$ cat config.mk
export PLATFORM = sky130hd
export DESIGN_NAME = imu_complementary_tilt_filter
export DESIGN_NICKNAME = d
export VERILOG_FILES = /design/src/sv/ictf_pkg.sv /design/src/sv/ictf_isqrt.sv /design/src/sv/ictf_cordic.sv /design/src/sv/imu_complementary_tilt_filter.sv
export SDC_FILE = /design/constraint.sdc
export NUM_CORES = 2
export LEC_CHECK = 0
export BUFFER_PORTS_ARGS = -buffer_cell sky130_fd_sc_hd__buf_2
export CAP_MARGIN = 20
export CORE_MARGIN = 8
export CORE_UTILIZATION = 27
export CTS_CLUSTER_DIAMETER = 40
export DETAILED_ROUTE_END_ITERATION = 6
export HOLD_SLACK_MARGIN = 0.03
export PLACE_DENSITY_LB_ADDON = 0.08
export SLEW_MARGIN = 20
export SYNTH_ARGS = -nofsm -noshare
export SYNTH_HDL_FRONTEND = slang
export SYNTH_SLANG_ARGS = --single-unit
$ cat constraint.sdc
create_clock -name clk -period 23.3 [get_ports clk]
set_clock_uncertainty 0.15 [all_clocks]
set_input_delay 2.33 -clock clk [delete_from_list [all_inputs] [get_ports clk]]
set_output_delay 2.33 -clock clk [all_outputs]
set_load 0.005 [all_outputs]
$ cat src/sv/ictf_pkg.sv
// ----------------------------------------------------------------------------
// ictf_pkg
// Types, constants and helpers of the complementary tilt filter.
// ----------------------------------------------------------------------------
package ictf_pkg;

  localparam int ANGLE_FRAC_BITS  = 16;
  localparam int TABLE_FRAC       = 24;
  localparam int CORDIC_STEPS_DEF = 18;

  localparam int SAMPLE_W    = 16;
  localparam int WEIGHT_W    = 17;
  localparam int GAIN_W      = 32;
  localparam int CFG_INDEX_W = 8;
  localparam int CFG_DATA_W  = 32;
  localparam int ANGLE_W     = 25;

  localparam int ACCEL_SHIFT = 16;
  localparam int CW          = 35;
  localparam int ZW          = 34;
  localparam int ACC_W       = 26;
  localparam int ATAN_W      = 30;
  localparam int TAB_IDX_W   = 5;

  localparam int SQRT_IN_W   = 32;
  localparam int SQRT_W      = 32;
  localparam int SQRT_CNT_W  = $clog2(SQRT_W);

  localparam int MUL_A_W     = 34;
  localparam int MUL_B_W     = 18;
  localparam int PROD_W      = MUL_A_W + MUL_B_W;
  localparam int RND_W       = PROD_W - 16;
  localparam int DELTA_W     = 33;
  localparam int DIFF_W      = 34;
  localparam int BLEND_W     = RND_W + 1;
  localparam int GYRO_SHIFT  = 32 - ANGLE_FRAC_BITS;
  localparam int BLEND_SHIFT = 16;

  localparam int YAW_W         = 36;
  localparam int YAW_MOD_STEPS = 9;
  localparam int YAW_K_W       = $clog2(YAW_MOD_STEPS);

  localparam int LIM_VAL = 180 << ANGLE_FRAC_BITS;

  localparam logic signed [ANGLE_W-1:0] ANGLE_LIM = ANGLE_W'(LIM_VAL);
  localparam logic signed [YAW_W-1:0]   HALF_TURN = YAW_W'(LIM_VAL);
  localparam logic signed [YAW_W-1:0]   FULL_TURN = YAW_W'(2 * LIM_VAL);
  localparam logic signed [YAW_W-1:0]   YAW_NEG_FIX =
    YAW_W'(64'd360 << (ANGLE_FRAC_BITS + YAW_MOD_STEPS - 1));

  localparam logic signed [ZW-1:0] QUARTER_Q24 = ZW'(90 << TABLE_FRAC);

  localparam logic [WEIGHT_W-1:0] ALPHA_ONE        = WEIGHT_W'(65536);
  localparam logic [WEIGHT_W-1:0] BLEND_WEIGHT_RST = WEIGHT_W'(64225);
  localparam logic [GAIN_W-1:0]   GYRO_GAIN_RST    = GAIN_W'(163929);

  localparam logic [CFG_INDEX_W-1:0] REG_BLEND_WEIGHT   = CFG_INDEX_W'(0);
  localparam logic [CFG_INDEX_W-1:0] REG_GYRO_STEP_GAIN = CFG_INDEX_W'(1);

  typedef enum logic [3:0] {
    ST_IDLE,
    ST_SQ_Y,
    ST_SQ_Z,
    ST_SQRT_GO,
    ST_GAIN_Y,
    ST_GAIN_Z,
    ST_YAW_SUM,
    ST_YAW_MOD,
    ST_WAIT_ROLL,
    ST_WAIT_PITCH,
    ST_BLEND_R,
    ST_ROLL_DONE
  } ictf_state_t;

  typedef struct packed {
    logic busy;
    logic done;
  } unit_stat_t;

  function automatic logic [ATAN_W-1:0] atan_q24(input logic [TAB_IDX_W-1:0] idx);
    case (idx)
      5'd0:    return ATAN_W'(754974720);
      5'd1:    return ATAN_W'(445687602);
      5'd2:    return ATAN_W'(235489089);
      5'd3:    return ATAN_W'(119537938);
      5'd4:    return ATAN_W'(60000934);
      5'd5:    return ATAN_W'(30029717);
      5'd6:    return ATAN_W'(15018523);
      5'd7:    return ATAN_W'(7509720);
      5'd8:    return ATAN_W'(3754917);
      5'd9:    return ATAN_W'(1877466);
      5'd10:   return ATAN_W'(938734);
      5'd11:   return ATAN_W'(469367);
      5'd12:   return ATAN_W'(234684);
      5'd13:   return ATAN_W'(117342);
      5'd14:   return ATAN_W'(58671);
      5'd15:   return ATAN_W'(29335);
      5'd16:   return ATAN_W'(14668);
      5'd17:   return ATAN_W'(7334);
      5'd18:   return ATAN_W'(3667);
      5'd19:   return ATAN_W'(1833);
      5'd20:   return ATAN_W'(917);
      5'd21:   return ATAN_W'(458);
      5'd22:   return ATAN_W'(229);
      5'd23:   return ATAN_W'(115);
      default: return '0;
    endcase
  endfunction

  // round half up, then floor shift
  function automatic logic signed [RND_W-1:0] round_prod(
    input logic signed [PROD_W-1:0] p,
    input int unsigned sh
  );
    logic signed [PROD_W-1:0] t;
    t = p + (PROD_W'(1) << (sh - 1));
    return RND_W'(t >>> sh);
  endfunction

  function automatic logic signed [ANGLE_W-1:0] blend_sat(
    input logic signed [ACC_W-1:0]  acc,
    input logic signed [PROD_W-1:0] p
  );
    logic signed [BLEND_W-1:0] v;
    v = BLEND_W'(acc) + BLEND_W'(round_prod(p, BLEND_SHIFT));
    if (v > BLEND_W'(LIM_VAL)) begin
      v = BLEND_W'(LIM_VAL);
    end
    if (v < -BLEND_W'(LIM_VAL)) begin
      v = -BLEND_W'(LIM_VAL);
    end
    return ANGLE_W'(v);
  endfunction

endpackage

$ cat src/sv/ictf_isqrt.sv
// ----------------------------------------------------------------------------
// ictf_isqrt
// Floor square root of radicand * 2^32, one root bit per cycle.
// ----------------------------------------------------------------------------
module ictf_isqrt import ictf_pkg::*; (
  input  logic                 clk,
  input  logic                 rst,
  input  logic                 start,
  input  logic [SQRT_IN_W-1:0] radicand,
  output unit_stat_t           stat,
  output logic [SQRT_W-1:0]    root
);

  logic [SQRT_IN_W-1:0]  rad;
  logic [SQRT_W:0]       resid;
  logic [SQRT_CNT_W-1:0] cnt;
  logic                  busy;
  logic                  done;

  logic [SQRT_W+2:0] cur;
  logic [SQRT_W+2:0] trial;
  logic              take;
  logic [SQRT_W+2:0] diff;

  assign cur   = {resid, rad[SQRT_IN_W-1 -: 2]};
  assign trial = (SQRT_W + 3)'({root, 2'b01});
  assign take  = cur >= trial;
  assign diff  = cur - trial;

  always_ff @(posedge clk) begin
    if (rst) begin
      busy <= 1'b0;
      done <= 1'b0;
    end else if (start) begin
      busy <= 1'b1;
      done <= 1'b0;
    end else if (busy && cnt == SQRT_CNT_W'(SQRT_W - 1)) begin
      busy <= 1'b0;
      done <= 1'b1;
    end
  end

  always_ff @(posedge clk) begin
    if (start) begin
      rad   <= radicand;
      resid <= '0;
      root  <= '0;
      cnt   <= '0;
    end else if (busy) begin
      rad   <= rad << 2;
      resid <= take ? diff[SQRT_W:0] : cur[SQRT_W:0];
      root  <= {root[SQRT_W-2:0], take};
      cnt   <= cnt + SQRT_CNT_W'(1);
    end
  end

  assign stat.busy = busy;
  assign stat.done = done;

endmodule

$ cat src/sv/ictf_cordic.sv
// ----------------------------------------------------------------------------
// ictf_cordic
// Vectoring CORDIC, atan2(y, x) in degrees, one micro-rotation per cycle.
// ----------------------------------------------------------------------------
module ictf_cordic import ictf_pkg::*; #(
  parameter int CORDIC_STEPS = CORDIC_STEPS_DEF
) (
  input  logic                    clk,
  input  logic                    rst,
  input  logic                    start,
  input  logic signed [CW-1:0]    y_in,
  input  logic signed [CW-1:0]    x_in,
  output unit_stat_t              stat,
  output logic signed [ACC_W-1:0] angle
);

  localparam int STEP_W = $clog2(CORDIC_STEPS);

  logic signed [CW-1:0] x;
  logic signed [CW-1:0] y;
  logic signed [ZW-1:0] z;
  logic [STEP_W-1:0]    cnt;
  logic                 busy;
  logic                 done;
  logic                 zero_vec;

  logic signed [CW-1:0] xs;
  logic signed [CW-1:0] ys;
  logic signed [ZW-1:0] tab;
  logic signed [CW-1:0] x_next;
  logic signed [CW-1:0] y_next;
  logic signed [ZW-1:0] z_next;
  logic signed [ZW-1:0] z_rnd;
  logic                 last;

  assign xs   = x >>> cnt;
  assign ys   = y >>> cnt;
  assign tab  = ZW'(atan_q24(TAB_IDX_W'(cnt)));
  assign last = cnt == STEP_W'(CORDIC_STEPS - 1);

  always_comb begin
    if (!y[CW-1]) begin
      x_next = x + ys;
      y_next = y - xs;
      z_next = z + tab;
    end else begin
      x_next = x - ys;
      y_next = y + xs;
      z_next = z - tab;
    end
    z_rnd = z_next + ZW'(1 << (TABLE_FRAC - ANGLE_FRAC_BITS - 1));
  end

  always_ff @(posedge clk) begin
    if (rst) begin
      busy <= 1'b0;
      done <= 1'b0;
    end else if (start) begin
      busy <= 1'b1;
      done <= 1'b0;
    end else if (busy && last) begin
      busy <= 1'b0;
      done <= 1'b1;
    end
  end

  always_ff @(posedge clk) begin
    if (start) begin
      cnt      <= '0;
      zero_vec <= (x_in == '0) && (y_in == '0);
      if (!x_in[CW-1]) begin
        x <= x_in;
        y <= y_in;
        z <= '0;
      end else if (!y_in[CW-1]) begin
        x <= y_in;
        y <= -x_in;
        z <= QUARTER_Q24;
      end else begin
        x <= -y_in;
        y <= x_in;
        z <= -QUARTER_Q24;
      end
    end else if (busy) begin
      x   <= x_next;
      y   <= y_next;
      z   <= z_next;
      cnt <= cnt + STEP_W'(1);
      if (last) begin
        angle <= zero_vec ? '0 : ACC_W'(z_rnd >>> (TABLE_FRAC - ANGLE_FRAC_BITS));
      end
    end
  end

  assign stat.busy = busy;
  assign stat.done = done;

endmodule

$ cat src/sv/imu_complementary_tilt_filter.sv
// ----------------------------------------------------------------------------
// imu_complementary_tilt_filter
// Complementary pitch and roll filter, with gyro-integrated yaw, over raw six-axis samples.
// ----------------------------------------------------------------------------
// Usage
//   Sample channel (sample_valid / sample_stall) takes one six-axis request:
//   three accelerometer and three gyro readings, signed 16 bit.
//   Result channel (result_valid / result_stall) returns pitch, roll and yaw
//   as signed Q16 degrees, one result per sample.
//   Configuration channel (cfg_valid / cfg_ready, always ready) writes
//   blend_weight at index 0 and gyro_step_gain at index 1; other indexes drop.
//   A new sample can be taken in the cycle after the result is loaded, so
//   samples are worked on one at a time.
//   The rate is set by the bit-serial square root followed by the pitch
//   pass of the shared CORDIC unit; roll and yaw overlap with the root.
//   sample_stall stays high while a sample is in work.
//   The result sits in an output register; a stalled result holds, and the
//   next sample is worked on meanwhile, finishing once that register frees.
//   Reset clears the angles, restores the register defaults and empties the
//   output register.
// ----------------------------------------------------------------------------
module imu_complementary_tilt_filter import ictf_pkg::*; #(
  parameter int CORDIC_STEPS = CORDIC_STEPS_DEF
) (
  input  logic                      clk,
  input  logic                      rst,

  input  logic                      sample_valid,
  output logic                      sample_stall,
  input  logic signed [SAMPLE_W-1:0] accel_x,
  input  logic signed [SAMPLE_W-1:0] accel_y,
  input  logic signed [SAMPLE_W-1:0] accel_z,
  input  logic signed [SAMPLE_W-1:0] gyro_x,
  input  logic signed [SAMPLE_W-1:0] gyro_y,
  input  logic signed [SAMPLE_W-1:0] gyro_z,

  output logic                      result_valid,
  input  logic                      result_stall,
  output logic signed [ANGLE_W-1:0] pitch_deg,
  output logic signed [ANGLE_W-1:0] roll_deg,
  output logic signed [ANGLE_W-1:0] yaw_deg,

  input  logic                      cfg_valid,
  output logic                      cfg_ready,
  input  logic [CFG_INDEX_W-1:0]    cfg_index,
  input  logic [CFG_DATA_W-1:0]     cfg_data
);

  ictf_state_t state;
  ictf_state_t state_next;

  logic [WEIGHT_W-1:0] blend_weight;
  logic [GAIN_W-1:0]   gyro_step_gain;

  logic signed [SAMPLE_W-1:0] ax;
  logic signed [SAMPLE_W-1:0] ay;
  logic signed [SAMPLE_W-1:0] az;
  logic signed [SAMPLE_W-1:0] gx;
  logic signed [SAMPLE_W-1:0] gy;
  logic signed [SAMPLE_W-1:0] gz;

  logic signed [ANGLE_W-1:0] pitch;
  logic signed [ANGLE_W-1:0] roll;
  logic signed [ANGLE_W-1:0] yaw;

  logic signed [PROD_W-1:0]  prod;
  logic [SQRT_IN_W-1:0]      sumsq;
  logic signed [DELTA_W-1:0] delta_x;
  logic signed [DELTA_W-1:0] delta_y;
  logic signed [ACC_W-1:0]   racc;
  logic signed [YAW_W-1:0]   ymod;
  logic [YAW_K_W-1:0]        ymod_k;

  logic                       mul_en;
  logic signed [MUL_A_W-1:0]  mul_a;
  logic signed [MUL_B_W-1:0]  mul_b;
  logic                       cordic_start;
  logic signed [CW-1:0]       cordic_y;
  logic signed [CW-1:0]       cordic_x;
  unit_stat_t                 cordic_st;
  logic signed [ACC_W-1:0]    cordic_angle;
  logic                       sqrt_start;
  logic [SQRT_IN_W-1:0]       radicand;
  unit_stat_t                 sqrt_st;
  logic [SQRT_W-1:0]          sqrt_root;
  logic                       load_out;
  logic                       out_free;

  logic [WEIGHT_W-1:0]        alpha;
  logic signed [RND_W-1:0]    gyro_delta;
  logic signed [YAW_W-1:0]    yaw_sum;
  logic signed [YAW_W-1:0]    yaw_wrap;
  logic signed [YAW_W-1:0]    yaw_sub;
  logic signed [YAW_W-1:0]    ymod_step;
  logic signed [DIFF_W-1:0]   pitch_diff;
  logic signed [DIFF_W-1:0]   roll_diff;
  logic signed [ANGLE_W-1:0]  pitch_new;
  logic signed [ANGLE_W-1:0]  roll_new;

  ictf_cordic #(
    .CORDIC_STEPS (CORDIC_STEPS)
  ) u_cordic (
    .clk   (clk),
    .rst   (rst),
    .start (cordic_start),
    .y_in  (cordic_y),
    .x_in  (cordic_x),
    .stat  (cordic_st),
    .angle (cordic_angle)
  );

  ictf_isqrt u_isqrt (
    .clk      (clk),
    .rst      (rst),
    .start    (sqrt_start),
    .radicand (radicand),
    .stat     (sqrt_st),
    .root     (sqrt_root)
  );

  assign cfg_ready    = 1'b1;
  assign sample_stall = state != ST_IDLE;
  assign out_free     = !result_valid || !result_stall;

  assign alpha      = (blend_weight > ALPHA_ONE) ? ALPHA_ONE : blend_weight;
  assign gyro_delta = round_prod(prod, GYRO_SHIFT);
  assign radicand   = sumsq + prod[SQRT_IN_W-1:0];

  assign yaw_sum   = YAW_W'(yaw) + YAW_W'(gyro_delta) + HALF_TURN;
  assign yaw_wrap  = yaw_sum[YAW_W-1] ? yaw_sum + YAW_NEG_FIX : yaw_sum;
  assign yaw_sub   = FULL_TURN <<< ymod_k;
  assign ymod_step = (ymod >= yaw_sub) ? ymod - yaw_sub : ymod;

  assign pitch_diff = DIFF_W'(pitch) + DIFF_W'(delta_x) - DIFF_W'(cordic_angle);
  assign roll_diff  = DIFF_W'(roll) + DIFF_W'(delta_y) - DIFF_W'(racc);
  assign pitch_new  = blend_sat(cordic_angle, prod);
  assign roll_new   = blend_sat(racc, prod);

  always_ff @(posedge clk) begin
    if (rst) begin
      state <= ST_IDLE;
    end else begin
      state <= state_next;
    end
  end

  always_comb begin
    state_next   = state;
    mul_en       = 1'b0;
    mul_a        = '0;
    mul_b        = '0;
    cordic_start = 1'b0;
    cordic_y     = '0;
    cordic_x     = '0;
    sqrt_start   = 1'b0;
    load_out     = 1'b0;
    case (state)
      ST_IDLE: begin
        if (sample_valid) begin
          state_next = ST_SQ_Y;
        end
      end
      ST_SQ_Y: begin
        mul_en       = 1'b1;
        mul_a        = MUL_A_W'(ay);
        mul_b        = MUL_B_W'(ay);
        cordic_start = 1'b1;
        cordic_y     = CW'(ay) <<< ACCEL_SHIFT;
        cordic_x     = CW'(az) <<< ACCEL_SHIFT;
        state_next   = ST_SQ_Z;
      end
      ST_SQ_Z: begin
        mul_en     = 1'b1;
        mul_a      = MUL_A_W'(az);
        mul_b      = MUL_B_W'(az);
        state_next = ST_SQRT_GO;
      end
      ST_SQRT_GO: begin
        sqrt_start = 1'b1;
        mul_en     = 1'b1;
        mul_a      = MUL_A_W'(gyro_step_gain);
        mul_b      = MUL_B_W'(gx);
        state_next = ST_GAIN_Y;
      end
      ST_GAIN_Y: begin
        mul_en     = 1'b1;
        mul_a      = MUL_A_W'(gyro_step_gain);
        mul_b      = MUL_B_W'(gy);
        state_next = ST_GAIN_Z;
      end
      ST_GAIN_Z: begin
        mul_en     = 1'b1;
        mul_a      = MUL_A_W'(gyro_step_gain);
        mul_b      = MUL_B_W'(gz);
        state_next = ST_YAW_SUM;
      end
      ST_YAW_SUM: begin
        state_next = ST_YAW_MOD;
      end
      ST_YAW_MOD: begin
        if (ymod_k == '0) begin
          state_next = ST_WAIT_ROLL;
        end
      end
      ST_WAIT_ROLL: begin
        if (cordic_st.done && !cordic_st.busy && sqrt_st.done) begin
          cordic_start = 1'b1;
          cordic_y     = -(CW'(ax) <<< ACCEL_SHIFT);
          cordic_x     = CW'(sqrt_root);
          state_next   = ST_WAIT_PITCH;
        end
      end
      ST_WAIT_PITCH: begin
        if (cordic_st.done) begin
          mul_en     = 1'b1;
          mul_a      = pitch_diff;
          mul_b      = MUL_B_W'(alpha);
          state_next = ST_BLEND_R;
        end
      end
      ST_BLEND_R: begin
        mul_en     = 1'b1;
        mul_a      = roll_diff;
        mul_b      = MUL_B_W'(alpha);
        state_next = ST_ROLL_DONE;
      end
      ST_ROLL_DONE: begin
        if (out_free) begin
          load_out   = 1'b1;
          state_next = ST_IDLE;
        end
      end
      default: begin
        state_next = ST_IDLE;
      end
    endcase
  end

  always_ff @(posedge clk) begin
    if (rst) begin
      blend_weight   <= BLEND_WEIGHT_RST;
      gyro_step_gain <= GYRO_GAIN_RST;
    end else if (cfg_valid && cfg_ready) begin
      case (cfg_index)
        REG_BLEND_WEIGHT:   blend_weight   <= cfg_data[WEIGHT_W-1:0];
        REG_GYRO_STEP_GAIN: gyro_step_gain <= cfg_data[GAIN_W-1:0];
        default: ;
      endcase
    end
  end

  always_ff @(posedge clk) begin
    if (mul_en) begin
      prod <= PROD_W'(mul_a) * PROD_W'(mul_b);
    end
    if (state == ST_IDLE && sample_valid) begin
      ax <= accel_x;
      ay <= accel_y;
      az <= accel_z;
      gx <= gyro_x;
      gy <= gyro_y;
      gz <= gyro_z;
    end
    case (state)
      ST_SQ_Z:   sumsq   <= prod[SQRT_IN_W-1:0];
      ST_GAIN_Y: delta_x <= DELTA_W'(gyro_delta);
      ST_GAIN_Z: delta_y <= DELTA_W'(gyro_delta);
      ST_YAW_SUM: begin
        ymod   <= yaw_wrap;
        ymod_k <= YAW_K_W'(YAW_MOD_STEPS - 1);
      end
      ST_YAW_MOD: begin
        ymod   <= ymod_step;
        ymod_k <= ymod_k - YAW_K_W'(1);
      end
      ST_WAIT_ROLL: begin
        if (cordic_start) begin
          racc <= cordic_angle;
        end
      end
      default: ;
    endcase
    if (load_out) begin
      pitch_deg <= pitch;
      roll_deg  <= roll_new;
      yaw_deg   <= yaw;
    end
  end

  always_ff @(posedge clk) begin
    if (rst) begin
      pitch        <= '0;
      roll         <= '0;
      yaw          <= '0;
      result_valid <= 1'b0;
    end else begin
      if (state == ST_YAW_MOD && ymod_k == '0) begin
        yaw <= ANGLE_W'(ymod_step - HALF_TURN);
      end
      if (state == ST_BLEND_R) begin
        pitch <= pitch_new;
      end
      if (load_out) begin
        roll         <= roll_new;
        result_valid <= 1'b1;
      end else if (!result_stall) begin
        result_valid <= 1'b0;
      end
    end
  end

endmodule

[Word-level counts from Yosys, hierarchy flattened]
Memory sizes are Yosys's and may differ from the RTL's. A register that Yosys moved wholly into a read port is not among the register bits.
Index checks and enable logic that the tools add are counted.
Cells by class
  reductions and logical operators: 31
  $lt $le $gt $ge: 7
  multiplexer cells: 56
  equal/unequal tests: 20
  bitwise operators: 1
  multiply operators: 1
  divide/modulo/power cells: 0
  shift-type cells: 3
  add/subtract/negate cells: 27
Operators by type and width (number)
  35-bit two-way mux: 11
  34-bit two-way mux: 6
  34-bit one-hot mux with 5 select lines: 1
  35-bit one-hot mux with 2 select lines: 2
  18-bit one-hot mux with 7 select lines: 1
  32-bit two-way mux: 3
  26-bit by 36-bit adder with 37-bit output: 2
  37-bit by 25-bit greater-than comparator with 1-bit output, second input constant: 2
  37-bit by 25-bit less-than comparator with 1-bit output, second input constant: 2
  37-bit two-way mux: 2
  36-bit two-way mux: 2
  36-bit one-hot mux with 2 select lines: 1
  35-bit adder: 2
  35-bit logical NOT: 2
  35-bit negator: 2
  35-bit by 5-bit >>> shifter with 35-bit output: 2
  35-bit subtractor: 2
  25-bit by 33-bit adder with 34-bit output: 2
  34-bit by 26-bit subtractor with 34-bit output: 2
  52-bit by 17-bit adder with 52-bit output, second input constant: 1
  34-bit by 18-bit multiplier with 52-bit output: 1
  25-bit two-way mux: 2
  4-bit one-hot mux with 12 select lines: 1
  25-bit by 36-bit adder with 36-bit output: 1
  other kinds (45): 91
Word-level totals
  word-level logic and storage cells: 184
  memories: 1
  flip-flop bits (word level): 758
  memory bits (read-only): 960
  memory bits (writable): 0
  input bits: 141
  latch bits: 0
  output and inout port bits: 78
Memories
  (no name shown): depth 32, bits a word 30, rd ports 1, clocked after memory_dff 1, write ports 0, RTL line ictf_pkg.sv:81  | case (idx)

[Depth between registers and ports, before layout]
  depth after elaboration: 9
  mapped depth: 44
  mapped depth without buffers: 43

[Modules after synthesis]
From an unflattened synthesis, not the netlist that was laid out.
Second synthesis, totals
  cells, all modules: 9142
  area, all modules: 82743.1 µm²
Modules (own cells, without submodules)
  imu_complementary_tilt_filter: area each 54786.3 µm², sequential area each 14203.6 µm², times used 1, cells an instance 5867
  ictf_cordic: area each 21762.1 µm², sequential area each 4674.5 µm², times used 1, cells an instance 2629
  ictf_isqrt: area each 6194.7 µm², sequential area each 2402.3 µm², times used 1, cells an instance 646

[Worst setup path before layout]
OpenSTA, ideal clock, no wires.
  path type: reg2reg
  start point: register pitch[2]
  end point: register prod[51] (data pin)
  required time: 22.892 ns
  period minus slack after synthesis: 9.701 ns
  buffers on the path: 1
  cell stages (with the launch flop): 42
  path slack: 13.599 ns
  library setup time: 0.258 ns
  arrival time: 9.294 ns
  cell sequence: dfxtp_1 > inv_1 > fa_1 > inv_1 > ha_1 > nor2b_1 > o21a_1 > o21ai_0 > a311oi_1 > a211o_1 > a21o_1 > a21oi_1 > o21bai_1 > xor2_1 > nand2_1 > o211ai_1 > clkbuf_1 > nand2_1 > (+6 left out) > fa_1 > fa_1 > inv_1 > fa_1 > inv_1 > ha_1 > nand3_1 > nor2_1 > o21ai_0 > o211a_1 > and3_1 > a211oi_1 > o211ai_1 > o211ai_1 > and2_1 > a41oi_1 > a311o_1 > xnor2_1
On the way
  cells in the longest elaborated chain, start to end: 5
Ends and longest elaborated chain
  start: declaration: RTL line imu_complementary_tilt_filter.sv:62  | logic signed [ANGLE_W-1:0] pitch;
  start signal: assignment: RTL line imu_complementary_tilt_filter.sv:301  | pitch <= pitch_new;
  25-bit by 33-bit adder with 34-bit output: RTL line imu_complementary_tilt_filter.sv:134  | assign pitch_diff = DIFF_W'(pitch) + DIFF_W'(delta_x) - DIFF_W'(cordic_angle);
  34-bit by 26-bit subtractor with 34-bit output: RTL line imu_complementary_tilt_filter.sv:134
  34-bit two-way mux: RTL line imu_complementary_tilt_filter.sv:214  | if (cordic_st.done) begin
  34-bit one-hot mux with 5 select lines: RTL line imu_complementary_tilt_filter.sv:157  | case (state)
  34-bit by 18-bit multiplier with 52-bit output: RTL line imu_complementary_tilt_filter.sv:254  | prod <= PROD_W'(mul_a) * PROD_W'(mul_b);
  end signal: assignment: RTL line imu_complementary_tilt_filter.sv:254
  end: declaration: RTL line imu_complementary_tilt_filter.sv:66  | logic signed [PROD_W-1:0] prod;
No other way between the ends.
A chain may end at the register's enable or synchronous reset.

[Worst setup path after layout]
  start point: register racc[1]
  end point: register prod[50] (data pin)
On the way
  cells in the longest elaborated chain, start to end: 3
Ends and longest elaborated chain
  start: declaration: RTL line imu_complementary_tilt_filter.sv:70  | logic signed [ACC_W-1:0] racc;
  start signal: assignment: RTL line imu_complementary_tilt_filter.sv:278  | racc <= cordic_angle;
  34-bit by 26-bit subtractor with 34-bit output: RTL line imu_complementary_tilt_filter.sv:135  | assign roll_diff = DIFF_W'(roll) + DIFF_W'(delta_y) - DIFF_W'(racc);
  34-bit one-hot mux with 5 select lines: RTL line imu_complementary_tilt_filter.sv:157
  34-bit by 18-bit multiplier with 52-bit output: RTL line imu_complementary_tilt_filter.sv:254
No other way between the ends.

==> impl_metrics.toml <==
[setup_path]
cp_slowest_cell = "nand4_1"
required_ps = 23700
timing_worst_setup_path_type = "reg -> reg"
startpoint_type = "flop"
crit_top_cell = "fa_1"
cp_data_arrival_time_ps = 12060
cp_top_family = "adder cells"
r2r_slack_ps = 11640
path_max_fanout = 11
path_buf_inv = 4
max_stage_delay_ps = 940
cp-end-kind = "flop"

[synth]
synth_edf_count = 550
syn-cell-area_um2 = 80100
ys_async_sr_fraction_pct = 0
syn_area_per_cell_um2 = 9.10
synth_nets = 10151
syn-instance-count = 8803
yosys.cell_types.count = 108
yosys_warnings = 0
synth_flop_cell = "edfxtp_1"
ys_ff_latch = 788
ys_seq_area_share_pct = 26.6

[clocking]
cts_tree = "yes"
clock-root-buffer = "clkbuf_16"
htree_levels = 4
cts_setup_buffers = 0
cts_resized = 0
cts_hold_buf = 0
clk_latency_ps = 860
cts_buffers = 189
cts.sinks = 788
cts.clk_slew.worst_paths_ps = 60
clockBufferDepth = 4

[route]
routed_wl_um = 320000
vias = 66467
ant_nets = 0
first_pass_iters = 6
drc_errors = 0
drt_iter0_drc = 5057
drt-wirelength-per-cell_um = 24.4
via_per_inst = 5.08

[power_and_ir_drop]
vdd_ir_drop_max_v = 0.000102
p_leak_nw = 39.4
power-per-cell-area_nw_per_um2 = 168

[sta]
setup_viol = 0
worst_slack_ps = 11640
tns_ps = 0
relSlewSlack_pct = 17.5
rsz0062_at_grt = "false"
worst_pin_slew_ps = 1230
finalCritPeriodShare_pct = 50.0
drv_slew = 0
timing.hold.ws_ps = 309
min_period_ps = 11660
hold_viol_final = 0
max_freq_ghz = 0.0858

[grt]
grtUsageTotal_pct = 19.7
grt.overflow.total = 0
antenna_found_initial = 16
grt_pass1_wl_um = 468000
grt_pass1_vias = 67548
grt_max_degree = 91

[floorplanning]
initial_core_util_pct = 27.1
fp.coreArea_um2 = 296000
die_h_um = 561
ios = 219
dieArea_um2 = 314000
rows = 200
die_width_um = 561

[placed_design]
pre_cts_ws_ps = 11960
gp_congestion = 0.885
port_buffers = 217
dp_cells = 12742
dpl.hpwl_um = 253000

[outcome]
outcome = "complete, no violations"

[finish]
final_net_count = 10342
synthToLayoutAreaGrowth_pct = 16.2
stdcell_count = 13096
drive_above_1_share_pct = 10.5

[worst_hold_path]
hold_path.class = "reg -> reg"

[flow_run]
drv_cap = 0
-- layer usage --
layer / GRT usage [%] / vias to the layer above / routed length (um)
met5: 0 / - / 0
met4: 6.22 / 0 / 11500
met3: 2.68 / 393 / 16300
met2: 31.4 / 1863 / 143000
met1: 27.6 / 33226 / 149000
li1: - / 30985 / -
-- Yosys cell counts, types with 99 or more instances --
cell type  count  share of area [%]
dfxtp_1      238                5.9
fa_1         658                 16
nand2b_1     108               0.84
inv_1       1094                5.1
xnor2_1      311                3.4
nand3_1      111               0.69
nor2_1       741                3.5
o21ai_0      392                2.4
ha_1         549                8.6
nor3_1       170                1.1
a21oi_1      565                3.5
a21o_1       197                1.8
nand2_1      864                4.0
and2_1        99               0.77
xor2_1       202                2.2
clkbuf_1     301                1.4
mux2i_1      114                1.4
edfxtp_1     550                 21
-- cells by family (layout without fill, tap and decap cells) --
family                     Yosys count  count (layout)  share of synthesized area (%)
and+or+nand+nor                   2570            2570                           14.9
AOI/OAI and AO/OA                 2012            2012                           16.4
other                                1               7                        0.00468
adders and majority gates         1207            1207                           25.0
muxes                              238             238                           4.46
buffers and inverters             1474            1822                           7.01
DFF                                788             788                           26.6
xor gates and xnor gates           513             513                           5.61
-- power by group --
part | internal [mW] | switching, mW | total [mW]
logic | 3.96 | 6.32 | 10.3
registers | 2.11 | 0.325 | 2.43
clock network | 1.96 | 0.948 | 2.90
total | 8.02 | 7.60 | 15.6
-- placed cells by master (no fill, tap or decap), drive strengths merged, types with 45 or more instances in the layout --
| cell | Yosys | final |
|---|---|---|
| or3 | 63 | 63 |
| ha | 549 | 549 |
| mux2i | 117 | 117 |
| and3 | 66 | 66 |
| mux4 | 90 | 90 |
| o31ai | 61 | 61 |
| edfxtp | 550 | 550 |
| nor3 | 173 | 173 |
| a22oi | 45 | 45 |
| dfxtp | 238 | 238 |
| buf | 73 | 374 |
| nand3 | 111 | 111 |
| nor2b | 96 | 96 |
| o21ai | 414 | 414 |
| nor2 | 741 | 741 |
| xnor2 | 311 | 311 |
| nand2 | 866 | 866 |
| nand2b | 108 | 108 |
| and2 | 100 | 100 |
| a21o | 197 | 197 |
| xor2 | 202 | 202 |
| a31oi | 72 | 72 |
| a21oi | 565 | 565 |
| fa | 658 | 658 |
| o21a | 81 | 81 |
| o22ai | 50 | 50 |
| a211oi | 76 | 76 |
| nand4 | 65 | 65 |
| clkbuf | 301 | 215 |
| clkinv | 3 | 55 |
| inv | 1097 | 1120 |
| o21bai | 67 | 67 |
-- through the flow --
| stage | power, mW | cell area (um^2) | util, % |
|---|---|---|---|
| detailed placement | 12.7 | 86200 | 29.1 |
| global placement | 12.7 | 86200 | 29.1 |
| CTS | 15.8 | 93100 | 31.4 |
| floorplan | 9.48 | 80100 | - |
| finish | 15.6 | 93100 | 31.5 |
| global route | 16.9 | 93100 | 31.5 |
-- state kept, by name, summed over array words and instances (netlist names), 26 cells and up --
signal          count
sumsq              32
delta_x            33
u_cordic.z         34
u_isqrt.resid      33
delta_y            33
ymod               36
u_isqrt.rad        32
u_cordic.angle     26
u_cordic.y         35
u_cordic.tab       30
gyro_step_gain     32
u_isqrt.root       32
racc               26
prod               52
u_cordic.x         35
-- area by class of cell --
class	instances	area [um^2]
clock buffers	215	5010
fillers	30885	203000
repair buffers	374	2270
clock inverters	133	1900
diodes	6	15.0
flip-flops and latches	788	21300
well taps	3939	4930
multi-input cells	6541	53600
inverters	1100	4140
-- worst paths after layout --
path,startpoint,end,cells after the start
worst min register to register,pitch[1]$_SDFFE_PP0P_,pitch_deg[1]$_DFFE_PP_,0
worst min-delay path,pitch[1]$_SDFFE_PP0P_,pitch_deg[1]$_DFFE_PP_,0
worst max-delay path,racc[1]$_DFFE_PP_,prod[50]$_DFFE_PP_,33
worst max register to register,racc[1]$_DFFE_PP_,prod[50]$_DFFE_PP_,33
(Power assumes the default switching activity.)
